File: src/sv/short_long_key_press_detector_macros.svh
// assertion macros for the short/long key press detector
`ifndef SHORT_LONG_KEY_PRESS_DETECTOR_MACROS_SVH
`define SHORT_LONG_KEY_PRESS_DETECTOR_MACROS_SVH
`ifndef SYNTHESIS
// property checked outside reset
`define SLKPD_ASSERT(label, clk, rst, prop, msg) \
   label: assert property (@(posedge clk) disable iff (rst) prop) else $error(msg);
// property checked on every edge, reset included
`define SLKPD_ASSERT_ALWAYS(label, clk, prop, msg) \
   label: assert property (@(posedge clk) prop) else $error(msg);
`else
`define SLKPD_ASSERT(label, clk, rst, prop, msg)
`define SLKPD_ASSERT_ALWAYS(label, clk, prop, msg)
`endif
`endif

File: src/sv/slkpd_pkg.sv
// shared types, constants and helper function of the key press detector
`timescale 1ns / 1ps
package slkpd_pkg;

   // key word geometry
   localparam int KEY_COUNT = 30;
   localparam int CNT_W     = 5;
   localparam int HOLD_W    = 16;

   typedef logic [KEY_COUNT-1:0] key_word_type;
   typedef logic [CNT_W-1:0]     key_cnt_type;
   typedef logic [HOLD_W-1:0]    hold_type;

   localparam key_word_type KEY_WORD_ONES = {KEY_COUNT{1'b1}};

   // hold counter rewind window
   localparam hold_type HOLD_CAP    = 16'd60000;
   localparam hold_type HOLD_REWIND = 16'd2000;

   // configuration registers
   localparam int CSR_IDX_W = 8;
   typedef logic [CSR_IDX_W-1:0] csr_idx_type;
   localparam csr_idx_type CSR_LONG_HOLD  = 8'd0;
   localparam csr_idx_type CSR_SHORT_HOLD = 8'd1;
   localparam hold_type LONG_HOLD_RESET  = 16'd100;
   localparam hold_type SHORT_HOLD_RESET = 16'd2;

   // queue between front and back
   localparam int QUEUE_DEPTH = 2;
   localparam int QPTR_W      = $clog2(QUEUE_DEPTH);
   localparam int QCNT_W      = $clog2(QUEUE_DEPTH + 1);

   typedef struct packed {
      hold_type long_hold;
      hold_type short_hold;
   } thresh_type;

   typedef struct packed {
      key_word_type short_word;
      key_word_type long_word;
      key_cnt_type  held_count;
   } entry_type;

   // population count through a balanced adder tree
   function automatic key_cnt_type count_keys(input key_word_type w);
      logic [31:0] p;
      logic [1:0]  s1 [16];
      logic [2:0]  s2 [8];
      logic [3:0]  s3 [4];
      logic [4:0]  s4 [2];
      logic [5:0]  s5;
      int          i;
      p = 32'(w);
      for (i = 0; i < 16; i++) s1[i] = {1'b0, p[2*i]} + {1'b0, p[2*i+1]};
      for (i = 0; i < 8; i++)  s2[i] = {1'b0, s1[2*i]} + {1'b0, s1[2*i+1]};
      for (i = 0; i < 4; i++)  s3[i] = {1'b0, s2[2*i]} + {1'b0, s2[2*i+1]};
      for (i = 0; i < 2; i++)  s4[i] = {1'b0, s3[2*i]} + {1'b0, s3[2*i+1]};
      s5 = {1'b0, s4[0]} + {1'b0, s4[1]};
      return s5[CNT_W-1:0];
   endfunction

endpackage

File: src/sv/slkpd_front.sv
// front end: takes a key scan item, updates the press state, queues the words
`timescale 1ns / 1ps
module slkpd_front
   import slkpd_pkg::*;
(
   input  logic         clock,
   input  logic         reset,
   input  thresh_type   thresh,
   input  logic         item_valid,
   input  key_word_type raw_keys,
   input  logic         q_full,
   output logic         item_ready,
   output logic         q_push,
   output entry_type    q_data
);

   key_word_type now_ff, now_in;
   key_word_type short_ff, short_in;
   key_word_type long_ff, long_in;
   hold_type     hold_ff, hold_in;

   key_word_type pressed;
   key_word_type short_toggled;
   hold_type     hold_inc;
   logic         take;

   assign item_ready = !q_full;
   assign take       = item_valid && item_ready;
   assign q_push     = take;

   // next press state for the item in flight
   always_comb begin
      pressed       = ~raw_keys & KEY_WORD_ONES;
      short_toggled = short_ff ^ (now_ff & ~pressed);
      hold_inc      = hold_ff + 16'd1;
      long_in       = long_ff;
      hold_in       = hold_inc;
      short_in      = short_toggled;
      if ((now_ff ^ long_ff) != '0) begin
         if (hold_ff > thresh.long_hold) begin
            long_in = long_ff | pressed;
            if (hold_inc >= HOLD_CAP) begin
               hold_in = HOLD_REWIND;
            end
         end
         if (hold_in > thresh.short_hold) begin
            short_in = short_toggled & pressed;
         end
      end else begin
         hold_in  = '0;
         long_in  = long_ff & pressed;
         short_in = short_toggled & pressed;
      end
   end

   // queue entry carries the words and the held key count
   always_comb begin
      q_data.short_word = short_in;
      q_data.long_word  = long_in;
      q_data.held_count = count_keys(long_in);
   end

   // state registers advance once per accepted item
   always_ff @(posedge clock) begin
      if (reset) begin
         now_ff   <= '0;
         short_ff <= '0;
         long_ff  <= '0;
         hold_ff  <= '0;
      end else if (take) begin
         now_ff   <= pressed;
         short_ff <= short_in;
         long_ff  <= long_in;
         hold_ff  <= hold_in;
      end
   end

endmodule

File: src/sv/slkpd_queue.sv
// short queue of classified ticks between front and back
`timescale 1ns / 1ps
module slkpd_queue
   import slkpd_pkg::*;
(
   input  logic      clock,
   input  logic      reset,
   input  logic      push,
   input  entry_type push_data,
   input  logic      pop,
   output logic      full,
   output logic      rd_valid,
   output entry_type rd_data
);

   entry_type          mem_ff [QUEUE_DEPTH];
   logic [QPTR_W-1:0]  wr_ptr_ff, wr_ptr_in;
   logic [QPTR_W-1:0]  rd_ptr_ff, rd_ptr_in;
   logic [QCNT_W-1:0]  level_ff, level_in;
   logic               do_pop;

   assign full     = (level_ff == QCNT_W'(QUEUE_DEPTH));
   assign rd_valid = (level_ff != '0);
   assign do_pop   = pop && rd_valid;
   assign rd_data  = mem_ff[rd_ptr_ff];

   // pointer and fill level update
   always_comb begin
      wr_ptr_in = wr_ptr_ff;
      rd_ptr_in = rd_ptr_ff;
      level_in  = level_ff;
      if (push) begin
         wr_ptr_in = (wr_ptr_ff == QPTR_W'(QUEUE_DEPTH - 1)) ? '0 : wr_ptr_ff + 1'b1;
      end
      if (do_pop) begin
         rd_ptr_in = (rd_ptr_ff == QPTR_W'(QUEUE_DEPTH - 1)) ? '0 : rd_ptr_ff + 1'b1;
      end
      if (push && !do_pop) begin
         level_in = level_ff + 1'b1;
      end else if (do_pop && !push) begin
         level_in = level_ff - 1'b1;
      end
   end

   always_ff @(posedge clock) begin
      if (reset) begin
         wr_ptr_ff <= '0;
         rd_ptr_ff <= '0;
         level_ff  <= '0;
      end else begin
         wr_ptr_ff <= wr_ptr_in;
         rd_ptr_ff <= rd_ptr_in;
         level_ff  <= level_in;
      end
   end

   // storage, no reset needed
   always_ff @(posedge clock) begin
      if (push) begin
         mem_ff[wr_ptr_ff] <= push_data;
      end
   end

endmodule

File: src/sv/slkpd_back.sv
// back end: walks the long-key word and emits one result item per held key, or a single item when none is held
`timescale 1ns / 1ps
module slkpd_back
   import slkpd_pkg::*;
(
   input  logic         clock,
   input  logic         reset,
   input  logic         q_valid,
   input  entry_type    q_data,
   output logic         q_pop,
   output logic         rsp_tvalid,
   input  logic         rsp_tready,
   output key_word_type out_short,
   output key_word_type out_long,
   output logic         out_any,
   output key_cnt_type  out_count,
   output key_cnt_type  out_position,
   output logic         out_last
);

   // working tick
   logic         busy_ff, busy_in;
   key_word_type rem_ff;
   key_word_type short_ff;
   key_word_type long_ff;
   key_cnt_type  count_ff;

   // output register
   logic         valid_ff, valid_in;
   key_word_type o_short_ff;
   key_word_type o_long_ff;
   logic         o_any_ff;
   key_cnt_type  o_count_ff;
   key_cnt_type  o_pos_ff;
   logic         o_last_ff;

   key_word_type lowest;
   key_word_type rem_next;
   key_cnt_type  position;
   logic         is_last;
   logic         advance;

   // lowest remaining key and its 1-based position
   always_comb begin
      lowest   = rem_ff & (~rem_ff + 1'b1);
      rem_next = rem_ff & ~lowest;
      is_last  = (rem_next == '0);
      position = '0;
      for (int i = 0; i < KEY_COUNT; i++) begin
         if (lowest[i]) begin
            position = position | CNT_W'(i + 1);
         end
      end
   end

   // handshake between working tick, queue and output register
   always_comb begin
      advance  = busy_ff && (!valid_ff || rsp_tready);
      q_pop    = q_valid && (!busy_ff || (advance && is_last));
      busy_in  = q_pop ? 1'b1 : (advance && is_last) ? 1'b0 : busy_ff;
      valid_in = advance ? 1'b1 : rsp_tready ? 1'b0 : valid_ff;
   end

   always_ff @(posedge clock) begin
      if (reset) begin
         busy_ff  <= 1'b0;
         valid_ff <= 1'b0;
      end else begin
         busy_ff  <= busy_in;
         valid_ff <= valid_in;
      end
   end

   // working tick payload
   always_ff @(posedge clock) begin
      if (q_pop) begin
         rem_ff   <= q_data.long_word;
         short_ff <= q_data.short_word;
         long_ff  <= q_data.long_word;
         count_ff <= q_data.held_count;
      end else if (advance) begin
         rem_ff <= rem_next;
      end
   end

   // result item payload
   always_ff @(posedge clock) begin
      if (advance) begin
         o_short_ff <= short_ff;
         o_long_ff  <= long_ff;
         o_any_ff   <= (count_ff != '0);
         o_count_ff <= count_ff;
         o_pos_ff   <= position;
         o_last_ff  <= is_last;
      end
   end

   assign rsp_tvalid   = valid_ff;
   assign out_short    = o_short_ff;
   assign out_long     = o_long_ff;
   assign out_any      = o_any_ff;
   assign out_count    = o_count_ff;
   assign out_position = o_pos_ff;
   assign out_last     = o_last_ff;

endmodule

File: src/sv/short_long_key_press_detector.sv
// top level of the short/long key press detector
//
//  channel   dir   handshake              payload
//  req       in    req_tvalid/req_tready  req_tdata: raw_keys
//  rsp       out   rsp_tvalid/rsp_tready  rsp_tdata, rsp_tlast
//  csr       in    csr_valid/csr_ready    csr_index, csr_data
//
// the front takes one scan item per cycle while the two-entry queue has room
// the back emits one result item per cycle while rsp_tready is high: max(1, held long keys) items a tick
// a scan item passes through the queue, the working tick and the output register before its first result item shows
// reset clears press state, queue and output valid and loads default thresholds
// a stalled rsp channel fills the queue, then req_tready drops
`timescale 1ns / 1ps
`include "short_long_key_press_detector_macros.svh"
module short_long_key_press_detector
   import slkpd_pkg::*;
(
   input  logic        clock,
   input  logic        reset,
   // key scan items
   input  logic        req_tvalid,
   output logic        req_tready,
   input  logic [31:0] req_tdata,   // [29:0] raw_keys, [31:30] zero
   // result items
   output logic        rsp_tvalid,
   input  logic        rsp_tready,
   output logic [71:0] rsp_tdata,   // [29:0] short_keys, [59:30] long_keys, [60] any_held,
                                    // [65:61] held_count, [70:66] held_position, [71] zero
   output logic        rsp_tlast,
   // threshold registers
   input  logic        csr_valid,
   output logic        csr_ready,
   input  csr_idx_type csr_index,
   input  logic [15:0] csr_data
);

   thresh_type   thresh_ff, thresh_in;
   logic         q_full;
   logic         q_push;
   entry_type    q_wdata;
   logic         q_pop;
   logic         q_valid;
   entry_type    q_rdata;
   key_word_type out_short;
   key_word_type out_long;
   logic         out_any;
   key_cnt_type  out_count;
   key_cnt_type  out_position;
   logic         out_last;

   // threshold registers, unknown index is dropped
   assign csr_ready = 1'b1;

   always_comb begin
      thresh_in = thresh_ff;
      if (csr_valid) begin
         case (csr_index)
            CSR_LONG_HOLD:  thresh_in.long_hold  = csr_data;
            CSR_SHORT_HOLD: thresh_in.short_hold = csr_data;
            default:        thresh_in = thresh_ff;
         endcase
      end
   end

   always_ff @(posedge clock) begin
      if (reset) begin
         thresh_ff.long_hold  <= LONG_HOLD_RESET;
         thresh_ff.short_hold <= SHORT_HOLD_RESET;
      end else begin
         thresh_ff <= thresh_in;
      end
   end

   slkpd_front u_front (
      .clock      (clock),
      .reset      (reset),
      .thresh     (thresh_ff),
      .item_valid (req_tvalid),
      .raw_keys   (req_tdata[KEY_COUNT-1:0]),
      .q_full     (q_full),
      .item_ready (req_tready),
      .q_push     (q_push),
      .q_data     (q_wdata)
   );

   slkpd_queue u_queue (
      .clock     (clock),
      .reset     (reset),
      .push      (q_push),
      .push_data (q_wdata),
      .pop       (q_pop),
      .full      (q_full),
      .rd_valid  (q_valid),
      .rd_data   (q_rdata)
   );

   slkpd_back u_back (
      .clock        (clock),
      .reset        (reset),
      .q_valid      (q_valid),
      .q_data       (q_rdata),
      .q_pop        (q_pop),
      .rsp_tvalid   (rsp_tvalid),
      .rsp_tready   (rsp_tready),
      .out_short    (out_short),
      .out_long     (out_long),
      .out_any      (out_any),
      .out_count    (out_count),
      .out_position (out_position),
      .out_last     (out_last)
   );

   // result packing
   assign rsp_tdata = {1'b0, out_position, out_count, out_any, out_long, out_short};
   assign rsp_tlast = out_last;

   // checks
   `SLKPD_ASSERT_ALWAYS(a_idle_after_reset, clock, reset |=> !rsp_tvalid, "result valid after reset")
   `SLKPD_ASSERT(a_none_is_single, clock, reset, (rsp_tvalid && !out_any) |-> (out_last && out_position == '0), "no-key tick must be a single item")
   `SLKPD_ASSERT(a_any_matches_count, clock, reset, rsp_tvalid |-> (out_any == (out_count != '0)), "held flag disagrees with count")
   `SLKPD_ASSERT(a_position_in_range, clock, reset, (rsp_tvalid && out_any) |-> (out_position != '0 && out_position <= KEY_COUNT), "listed position out of range")

endmodule
File: config.mk
export PLATFORM = sky130hd
export DESIGN_NAME = short_long_key_press_detector
export DESIGN_NICKNAME = d
export VERILOG_FILES = /design/src/sv/slkpd_pkg.sv /design/src/sv/slkpd_front.sv /design/src/sv/slkpd_queue.sv /design/src/sv/slkpd_back.sv /design/src/sv/short_long_key_press_detector.sv
export VERILOG_INCLUDE_DIRS = /design/src /design/src/sv
export SDC_FILE = /design/constraint.sdc
export NUM_CORES = 1
export LEC_CHECK = 0
export BUFFER_PORTS_ARGS = -buffer_cell sky130_fd_sc_hd__buf_2
export CAP_MARGIN = 40
export CORE_MARGIN = 5
export CORE_UTILIZATION = 45
export DETAILED_ROUTE_END_ITERATION = 12
export GPL_ROUTABILITY_DRIVEN = 0
export MAX_ROUTING_LAYER = met4
export PLACE_DENSITY = 0.7
export SETUP_SLACK_MARGIN = 0.1
export SLEW_MARGIN = 30
export SYNTH_ARGS = -nofsm -noshare
export SYNTH_HDL_FRONTEND = slang
export SYNTH_SLANG_ARGS = --single-unit
File: constraint.sdc
create_clock -name clock -period 8.79 [get_ports clock]
set_input_delay 0.879 -clock clock [delete_from_list [all_inputs] [get_ports clock]]
set_output_delay 0.879 -clock clock [all_outputs]
set_load 0.01 [all_outputs]
Word-level counts from Yosys, hierarchy flattened:

Memories as Yosys holds them, arrays and structs flattened. A register that Yosys moved wholly into a read port is not among the register bits.
Index checks and enable logic that the tools add are counted.
W data, S select, Z words.

* magnitude comparators: 3
* add/subtract/negate cells: 35
* multiplexer cells: 60
* bitwise gates (word level): 12
* reduce and logical (&&, ||, !) cells: 29
* eq/ne operators: 4

Operators with widths (number)
* $mux W30: 12
* $mux W16: 10
* $and A30 B30 Y30: 5
* $not A30 Y30: 4
* $xor A30 B30 Y30: 2
* $gt A16 B16 Y1: 2
* $mux W4: 8
* $add A1 B1 Y2: 15
* $add A30 B1 Y30 const B: 1
* $logic_not A30 Y1: 1
* $or A30 B30 Y30: 1
* $reduce_bool A30 Y1: 1
* $mux W3: 8
* $add A2 B2 Y3: 7
* $add A16 B1 Y16 const B: 1
* $ge A16 B16 Y1 const B: 1
* $mux W2: 8
* $reduce_or A15 Y1: 1
* $mux W1: 14
* $add A3 B3 Y4: 3
* $reduce_bool A2 Y1: 6
* $add A4 B4 Y5: 2
* $eq A8 B1 Y1 const B: 1
* $logic_not A8 Y1: 1
* 14 further kinds: 28

* memories kept: 1
* memory bits (writable): 130
* logic and storage cells: 169
* bits in registers: 311

Memories
* u_queue.mem_ff: words 2, bits a word 65, read ports 1, clocked after Yosys merged registers in 1, write ports 1, RTL line slkpd_queue.sv:16 `entry_type mem_ff [QUEUE_DEPTH];`

Longest topological paths before layout:

Gate-level depths: netlist of the first run.

* depth in word-level cells: 29
* mapped depth: 24
* mapped depth without buffers: 23

Cells and area by module:

From an unflattened synthesis of the first run, not the netlist that was laid out.

* cells, all modules: 1933
* area total of the unflattened synthesis: 21697.1 um^2

Modules (own cells, without submodules)
* slkpd_front: cells an instance 1093, instances 1, sequential area each 2122.0 um^2, area each 8333.0 um^2
* slkpd_back: cells an instance 477, instances 1, sequential area each 5054.8 um^2, area each 7015.5 um^2
* slkpd_queue: cells an instance 224, instances 1, sequential area each 4003.8 um^2, area each 4916.0 um^2
* short_long_key_press_detector: cells an instance 139, instances 1, sequential area each 640.6 um^2, area each 1432.6 um^2

Worst setup path after synthesis of the first run:

Ideal clock, no wire load.

* path kind: flip-flop to flip-flop
* start: register u_front.hold_ff[10]
* end: memory u_queue.mem_ff[0][4] (netlist bit), data pin
* required time: 8.528 ns
* arrival: 6.224 ns
* path slack: 2.304 ns
* path buffers: 1
* clock period less this slack: 6.486 ns
* library setup time: 0.262 ns
* cell stages (with the launch flop): 21
* path through: dfxtp_1 -> ha_1 -> a21o_1 -> a221o_1 -> a221oi_1 -> a211o_1 -> clkbuf_1 -> o2bb2ai_1 -> fa_1 -> fa_1 -> fa_1 -> fa_1 -> inv_1 -> fa_1 -> fa_1 -> inv_1 -> ha_1 -> fa_1 -> a21o_1 -> a21oi_1 -> xnor2_1

RTL lines
* start: declaration: RTL line slkpd_front.sv:20 `hold_type hold_ff, hold_in;`
* start signal: assignment: RTL line slkpd_front.sv:74 `hold_ff <= hold_in;`
* end: declaration: RTL line slkpd_queue.sv:16

==> results of run 1 <==
cell families (layout without fill, tap and decap cells):
kind of cell             count (synthesis)  count (layout)  synth area share
AND/OR/NAND/NOR                        563             563            0.1351
flip-flops                             442             442            0.5901
AO/OA/AOI/OAI                          342             342            0.1144
buffers and inverters                  190             344           0.03741
multiplexers                            99              99           0.05409
adder cells (fa/ha/maj)                 65              65           0.04884
XOR/XNOR                                45              45           0.01967
other                                    2              12         0.0003749
worst reg2reg max path, delay by kind of cell (launching register included):
kind	cells	cell delay, ns
adder cells (fa/ha/maj)	9	4.01
AO/OA/AOI/OAI	7	2.05
flip-flops	1	0.48
buffers and inverters	3	0.36
XOR/XNOR	1	0.10
final cells by class:
cell class,instances,area [µm²],area share
sequential,442,11820,0.5156
multi-input combinational,1116,7522,0.3281
clock buffer,58,1270,0.05539
timing repair buffer,151,873.3,0.03809
tap,592,740.7,0.03231
inverter,108,405.4,0.01768
clock inverter,27,269.0,0.01173
antenna,10,25.02,0.001091
Yosys cell counts (all sizes together), types with 18 or more instances:
library cell,instances
edfxtp,297
nor2,198
dfxtp,145
nand2,145
inv,108
o21ai,82
clkbuf,71
mux2,71
o211ai,65
a21oi,64
ha,43
and3,41
nor3,33
nor3b,31
o2bb2ai,30
mux2i,28
xnor2,28
nand3,25
nor4,24
fa,22
o21a,18
power by group through the flow:
stage	Clock, µW	Sequential [µW]	Combinational [µW]
6_report	1970	3380	2240
2_1_floorplan	0	3380	1540
5_1_grt	2100	3440	2500
3_3_place_gp	0	3390	2150
4_1_cts	2010	3380	2270
3_5_place_dp	0	3420	2260
worst paths after layout:
check | to | slack (ns) | start
worst min register to register | u_back.out_long[29] | 0.41 | u_back.long_ff[29]
worst max-delay path | u_queue.mem_ff[1][4] | 1.51 | u_front.hold_ff[10]
worst max register to register | u_queue.mem_ff[1][4] | 1.51 | u_front.hold_ff[10]
worst min-delay path | u_back.out_long[29] | 0.41 | u_back.long_ff[29]
layer usage:
metal  share of wire  track usage  routed length (µm)  up-vias
li1                -            -                   -     6600
met1            0.40       0.2225               18200     6706
met2            0.51       0.3109               22850      395
met3           0.061      0.03962                2727       81
met4           0.027      0.05382                1238        0
met5               0            -                   0        -
flip-flops by register name, summed over array words and instances (netlist names), 30 cells and up, named ones only:
name,count
u_back.long_ff,30
u_front.long_ff,30
u_front.short_ff,30
thresh_ff,32
u_queue.mem_ff,130
u_back.rem_ff,30
u_back.short_ff,30
u_back.out_long,30
u_front.now_ff,30
u_back.out_short,30
stage by stage:
stage / setup WS (ns) / hold slack, ns
floorplan: 2.304 / 0.4003
global route: 1.224 / 0.4193
CTS: 1.522 / 0.4107
finish: 1.513 / 0.4089
detailed placement: 1.556 / 0.4045
global placement: 1.237 / 0.4035
layout by cell type, fill, tap and decap left out, types with 17 or more instances in the layout:
cell type and count:
o2bb2ai_1 30, and3_1 40, xnor2_1 28, mux2i_1 28
fa_1 22, buf_2 131, nor3b_1 31, a21oi_1 64
ha_1 43, edfxtp_1 297, mux2_2 65, xor2_1 17
inv_1 105, nor3_1 32, nand3_1 24, o211ai_1 65
o21a_1 18, nand2_1 145, nor4_1 20, dfxtp_1 144
clkbuf_16 49, o21ai_0 82, nor2_1 196, a211oi_1 17
==> results.toml, run 1 <==
[outcome]
status = "complete, no violations"

[yosys]
synth_top_area_share = 0.4452
async_flop_share = 0
synthTopCellsByArea = "edfxtp_1 (45%), dfxtp_1 (14%), nor2_1 (3.7%), mux2_2 (3.7%), nand2_1 (2.7%)"
syn_nets = 1874
yosysUniqueCellTypes = 72
postSynthCellCount = 1748
synth-edff-count = 297
post-synth-top-area-cell = "edfxtp_1"
syn_area_per_cell_um2 = 11.46
synth_warnings = 0
ys_ff_latch = 442
netlist_area_um2 = 20030
synthFlopType = "edfxtp_1"
seq_area_frac_synth = 0.5901

[worst_setup_path]
required_ns = 9.10
cp.arrival_ns = 7.58
max_stage_delay_ns = 0.61
path_class = "reg -> reg"
cp_max_fo = 26
cpMaxStageDelayCell = "a211o_2"
cp_num_buf_inv = 3
worstSetupEndpointType = "register"
worst-path-stages = 20
critical_path.cell_chain = "ha_1 -> a21o_1 -> a221o_1 -> a221oi_1 -> a211o_2 -> buf_4 -> o2bb2ai_1 -> fa_1 -> fa_1 -> fa_1 -> fa_1 -> inv_1 -> fa_1 -> fa_1 -> inv_1 -> ha_1 -> fa_1 -> a21o_1 -> a21oi_1 -> xnor2_1"
cp-start-kind = "register"
crit_family = "adder cells"
r2r_cells = 20
crit_top_cell = "fa_1"

[sta]
period_share = 0.8279
finalMaxSlewViolations = 0
min_period_ns = 7.277
max_freq_mhz = 137.4
relSlewSlack = 0.4685
tightest_slew_ns = 0.7972
timing.setup.tns_ns = 0
hold_viol_final = 0
setup_viol = 0
fin_worst_skew_ns = 0.02027
rsz0062_at_grt = "no"

[power]
p_total_uw = 7585
ir_drop_mv = 0.2082
p_leak_uw = 0.008592
p_int_uw = 5105
power_density_nw_per_um2 = 330.8
seqPwrFrac = 0.445
power.net_switching_uw = 2480
p_clk_frac = 0.259
comb_power_share = 0.296
swShare = 0.3270

[clocking]
cts_resized = 0
clock_path_buffers = 3
cts.sinks = 442
clk_latency_ns = 0.57
cts_setup_buffers = 0
cts_buffers = 46
cts-root-buf = "clkbuf_16"
clkTransAtPathRegs_ns = 0.06
ctsHoldBuffers = 0
htreeDepth = 2
cts_tree = "built"

[global_route]
grt_first_pass_wirelength_um = 71620
antenna_found_initial = 10
grt_pass1_vias = 13460
grt_remaining_overflow = 0
grt_max_degree = 99
grt_usage = 0.1834

[detailed_routing]
routed-via-count = 13780
drc = 0
drt_iter0_drc = 1106
viasPerCell = 5.504
antenna_left = 0
wirelength_um = 45020
wl_per_cell_um = 17.98
drtPass1Iterations = 5

[final_layout]
syn2layout_area_growth_pct = 14.45
fillerInstances = 3827
layout.cells.non_filler = 2504
final_util = 0.5196
design_area_um2 = 22930
fin_nets = 1991
drive_above_1_share = 0.1651

[place]
place_hpwl_um = 31500
place_area_um2 = 21360
numPortBuffers = 132
dp.cells = 2409

[floorplan]
coreArea_um2 = 44120
initial_utilization = 0.4540
dieArea_um2 = 48840
top_level_ports = 137
die_y_um = 221.0
placementRows = 77
dieWidth_um = 221.0

[run]
maxCapViolations = 0

[worst_hold_path]
holdPathStages = 0
holdCritPathClass = "reg -> reg"
(Power assumes the default switching activity.)
==> run 2: changes to the inputs <==
clock period = 7.6 ns   (was 8.79 ns; I/O delays follow)
==> run 2 against run 1 <==
Compared with the run above: count of clock-buffer cells in the layout is 5 higher; largest power group unchanged; fmax is 4.1% higher; highest routed layer unchanged; sequential cell count stayed put; clock power is 23% higher; power is 18% higher; routed wire length is 0.18% higher.
==> results.toml, run 2 (synthesis gave the netlist of run 1 again) <==
[worst_setup_path]
required_ns = 7.91
crit_top_cell = "fa_1"
cp-start-kind = "register"
worstSetupEndpointType = "register"
cp_num_buf_inv = 5
max_stage_delay_ns = 0.56
path_class = "reg -> reg"
cp.arrival_ns = 7.30
cpMaxStageDelayCell = "fa_1"
critical_path.cell_chain = "ha_1 -> a21o_1 -> a221o_1 -> a221oi_1 -> a211o_1 -> buf_12 -> o2bb2ai_1 -> inv_1 -> fa_1 -> fa_1 -> fa_1 -> inv_1 -> fa_1 -> inv_1 -> fa_1 -> fa_1 -> inv_1 -> ha_1 -> fa_1 -> a21o_1 -> a21oi_1 -> xnor2_1"
cp_max_fo = 30
crit_family = "adder cells"

[final_layout]
drive_above_1_share = 0.1689
design_area_um2 = 23120
final_util = 0.5240
fillerInstances = 3830
reg.largest.list = "u_queue.mem_ff: 130 flops, thresh_ff: 32 flops"
syn2layout_area_growth_pct = 15.43
fin_nets = 1996
final_cell_mix = "edfxtp_1 (297), nor2_1 (196), nand2_1 (145)"
largest_reg_flops = 130
layout_commonest_cell = "edfxtp_1"
regArea_um2 = 11820
multi_input_area_um2 = 7521
largest-register = "u_queue.mem_ff"
layout.cells.non_filler = 2507

[clocking]
clk_latency_ns = 0.57
cts_buffers = 47
clock_path_buffers = 3
cts_resized = 0
cts_tree = "built"
ctsHoldBuffers = 0
cts-root-buf = "clkbuf_16"
cts_setup_buffers = 0
cts.sinks = 442
clkTransAtPathRegs_ns = 0.06
htreeDepth = 2

[sta]
relSlewSlack = 0.4438
max_freq_mhz = 143.0
finalMaxSlewViolations = 0
hold_viol_final = 0
rsz0062_at_grt = "no"
period_share = 0.9201
setup_viol = 0
tightest_slew_ns = 0.8343
timing.setup.tns_ns = 0
min_period_ns = 6.993
fin_worst_skew_ns = 0.01520

[detailed_routing]
wl_per_cell_um = 17.99
drtPass1Iterations = 5
wirelength_um = 45100
viasPerCell = 5.471
drc = 0
drt_iter0_drc = 972
routed-via-count = 13720
antenna_left = 0

[place]
place_hpwl_um = 31620
place_area_um2 = 21420
numPortBuffers = 132
dp.cells = 2412

[global_route]
grt_max_degree = 71
grt_pass1_vias = 13520
grt_first_pass_wirelength_um = 72710
grt_usage = 0.1862
grt_remaining_overflow = 0
antenna_found_initial = 9

[worst_hold_path]
holdCritPathClass = "in -> reg"

[run]
maxCapViolations = 0

[power]
ir_drop_mv = 0.2671
power_density_nw_per_um2 = 387.6
p_leak_uw = 0.008699

[floorplan]
dieArea_um2 = 48840
die_y_um = 221.0
initial_utilization = 0.4540
placementRows = 77
top_level_ports = 137
dieWidth_um = 221.0
coreArea_um2 = 44120

[outcome]
status = "complete, no violations"
-- run 2: worst register-to-register path: cells and delay by family, from the launching register on --
family,cells,cell delay [ns]
flops,1,0.48
compound gates,7,1.75
xor+xnor,1,0.11
buf+inv,5,0.50
fa+ha+maj,9,3.90
-- run 2: cell type report --
| type | count | share of cell area |
|---|---|---|
| Clock buffer | 63 | 0.05963 |
| Sequential cell | 442 | 0.5113 |
| Antenna cell | 8 | 0.0008658 |
| Multi-Input combinational cell | 1116 | 0.3253 |
| Inverter | 108 | 0.01753 |
| Clock inverter | 23 | 0.01277 |
| Timing Repair Buffer | 155 | 0.04064 |
| Tap cell | 592 | 0.03203 |
-- run 2: worst paths after layout --
path	start	end	slack, ns	cells past startpoint
worst min register to register	u_back.long_ff[9]	u_back.out_long[9]	0.42	0
worst max-delay path	u_front.hold_ff[10]	u_queue.mem_ff[1][4]	0.61	22
worst min-delay path	csr_data[6]	thresh_ff[22]	0.41	2
worst max register to register	u_front.hold_ff[10]	u_queue.mem_ff[1][4]	0.61	22
-- run 2: through the flow --
| step | power [µW] | setup WS, ns | hold WS [ns] |
|---|---|---|---|
| after floorplan | 5689 | 1.114 | 0.4003 |
| after global placement | 6422 | 0.6619 | 0.4036 |
| after detailed placement | 6595 | 0.6266 | 0.4045 |
| after CTS | 9074 | 0.6112 | 0.3752 |
| after global routing | 9508 | 0.2513 | 0.3856 |
| final | 8963 | 0.6069 | 0.4053 |
-- run 2: layer usage --
| metal | track usage | share of wire | up-vias |
|---|---|---|---|
| li1 | - | - | 6608 |
| met1 | 0.2285 | 0.41 | 6640 |
| met2 | 0.3125 | 0.51 | 387 |
| met3 | 0.04095 | 0.057 | 80 |
| met4 | 0.05342 | 0.026 | 0 |
| met5 | - | 0 | - |
-- run 2: report_power, final --
part / internal [µW] / total [µW] / switching [µW]
Combinational: 1010 / 2630 / 1630
Clock: 1510 / 2430 / 920
Sequential: 3560 / 3900 / 341
Total: 6070 / 8960 / 2890
==> run 3: changes to the inputs <==
CORE_UTILIZATION = 30   (was 45)
PLACE_DENSITY = 0.53   (was 0.7)
==> run 3 against run 2 <==
Compared with the run above: global-route usage fell by 5.1 points; count of clock-buffer cells in the layout fell by 3; routed wire length rose by 8.2%; worst hold slack barely moved; register-to-register slack got worse by 0.22 ns; via count barely moved; final area rose by 1.9%; clock skew rose by 0.0046 ns.
==> results.toml, run 3 (synthesis gave the netlist of run 1 again) <==
[outcome]
status = "complete, no violations"

[final_layout]
largest_reg_flops = 130
drive_above_1_share = 0.1729
largest-register = "u_queue.mem_ff"
reg.largest.list = "u_queue.mem_ff: 130 flops, thresh_ff: 32 flops"
design_area_um2 = 23570
syn2layout_area_growth_pct = 17.65
final_cell_mix = "edfxtp_1 (297), nor2_1 (195), nand2_1 (145)"
layout_commonest_cell = "edfxtp_1"
fin_nets = 1998

[sta]
timing.setup.tns_ns = 0
min_period_ns = 7.209
relSlewSlack = 0.5058
hold_viol_final = 0
fin_worst_skew_ns = 0.01979
finalWorstSetupSlack_ns = 0.3913
period_share = 0.9485
rsz0062_at_grt = "no"
max_freq_mhz = 138.7
tightest_slew_ns = 0.7414
finalMaxSlewViolations = 0
setup_viol = 0

[clocking]
cts_buffers = 50
htreeDepth = 2
cts.sinks = 442
clock_path_buffers = 3
cts_resized = 0
clkTransAtPathRegs_ns = 0.06
cts_setup_buffers = 0
ctsHoldBuffers = 0
cts-root-buf = "clkbuf_16"
cts_tree = "built"
clk_latency_ns = 0.59

[floorplan]
placementRows = 94
initial_utilization = 0.3036
dieArea_um2 = 72040
die_y_um = 268.4
top_level_ports = 137
dieWidth_um = 268.4
coreArea_um2 = 65980

[detailed_routing]
antenna_left = 0
viasPerCell = 4.912
drc = 0
wirelength_um = 48820
routed-via-count = 13710
drt_iter0_drc = 859
wl_per_cell_um = 17.50
drtPass1Iterations = 5

[global_route]
grt_max_degree = 73
grt_pass1_vias = 13580
antenna_found_initial = 12
grt_usage = 0.1354
grt_first_pass_wirelength_um = 75350
grt_remaining_overflow = 0

[place]
place_area_um2 = 21740
post-place-ws_ns = 0.4678
numPortBuffers = 132
place_hpwl_um = 34070

[worst_setup_path]
cp_max_fo = 30
critical_path.cell_chain = "ha_1 -> a21o_1 -> a221o_1 -> a221oi_1 -> a211o_1 -> buf_12 -> o2bb2ai_1 -> inv_1 -> fa_1 -> inv_1 -> fa_1 -> fa_1 -> fa_1 -> inv_1 -> fa_1 -> fa_1 -> inv_1 -> ha_1 -> fa_1 -> a21o_1 -> a21oi_1 -> xnor2_1"
cpMaxStageDelayCell = "fa_1"
worstSetupEndpointType = "register"
path_class = "reg -> reg"
max_stage_delay_ns = 0.55
cp.arrival_ns = 7.54
crit_top_cell = "fa_1"
cp-start-kind = "register"
crit_family = "adder cells"
cp_num_buf_inv = 5
required_ns = 7.93

[power]
p_leak_uw = 0.008724
power_density_nw_per_um2 = 385.1
ir_drop_mv = 0.2369

[worst_hold_path]
holdCritPathClass = "in -> reg"

[run]
maxCapViolations = 0
==> run 3: final timing paths <==
check	from	end	slack [ns]	cells past startpoint
max	u_front.hold_ff[10]	u_queue.mem_ff[1][4]	0.39	22
min	csr_data[5]	thresh_ff[21]	0.41	2
max reg2reg	u_front.hold_ff[10]	u_queue.mem_ff[1][4]	0.39	22
min reg2reg	u_back.short_ff[28]	u_back.out_short[28]	0.41	0
==> run 3: metal layers <==
metal  share of wire  track usage  vias up
met5               0            -        -
met4           0.029      0.04751        0
met3           0.055      0.02582       86
met2            0.48       0.2243      355
met1            0.43       0.1670     6637
li1                -            -     6627
==> run 3: area by class of cell <==
cell class / instances / area (µm²)
Fill cell: 6474 / 42410
Sequential cell: 442 / 11820
Multi-Input combinational cell: 1116 / 7523
Clock buffer: 60 / 1330
Tap cell: 864 / 1081
Timing Repair Buffer: 154 / 932.1
Clock inverter: 34 / 444.2
Inverter: 108 / 405.4
Antenna cell: 12 / 30.03
==> run 3: power by group <==
part,total [µW],switching (µW),internal (µW)
sequential,3900,345,3560
combinational,2630,1640,996
clock,2540,1000,1540
total,9080,2980,6090
==> run 3: per-stage QoR <==
step | total power [µW] | cells | hold slack [ns] | util
6_report | 9075 | 2790 | 0.4051 | 0.3572
5_1_grt | 9635 | 2788 | 0.3792 | 0.3571
4_1_cts | 9229 | 2777 | 0.3598 | 0.3563
3_5_place_dp | 6647 | 2683 | 0.4045 | 0.3294
3_3_place_gp | 6521 | 2678 | 0.4067 | 0.3275
2_1_floorplan | 5689 | 1748 | 0.4003 | -
==> run 3: worst reg2reg max path, stage by stage (launching register included) <==
cell and delay, ns:
dfxtp_1 0.48, ha_1 0.30, a21o_1 0.15, a221o_1 0.36, a221oi_1 0.53, a211o_1 0.30, buf_12 0.22, o2bb2ai_1 0.20
inv_1 0.15, fa_1 0.43, inv_1 0.10, fa_1 0.43, fa_1 0.52, fa_1 0.55, inv_1 0.07, fa_1 0.52
fa_1 0.52, inv_1 0.05, ha_1 0.21, fa_1 0.42, a21o_1 0.18, a21oi_1 0.17, xnor2_1 0.10
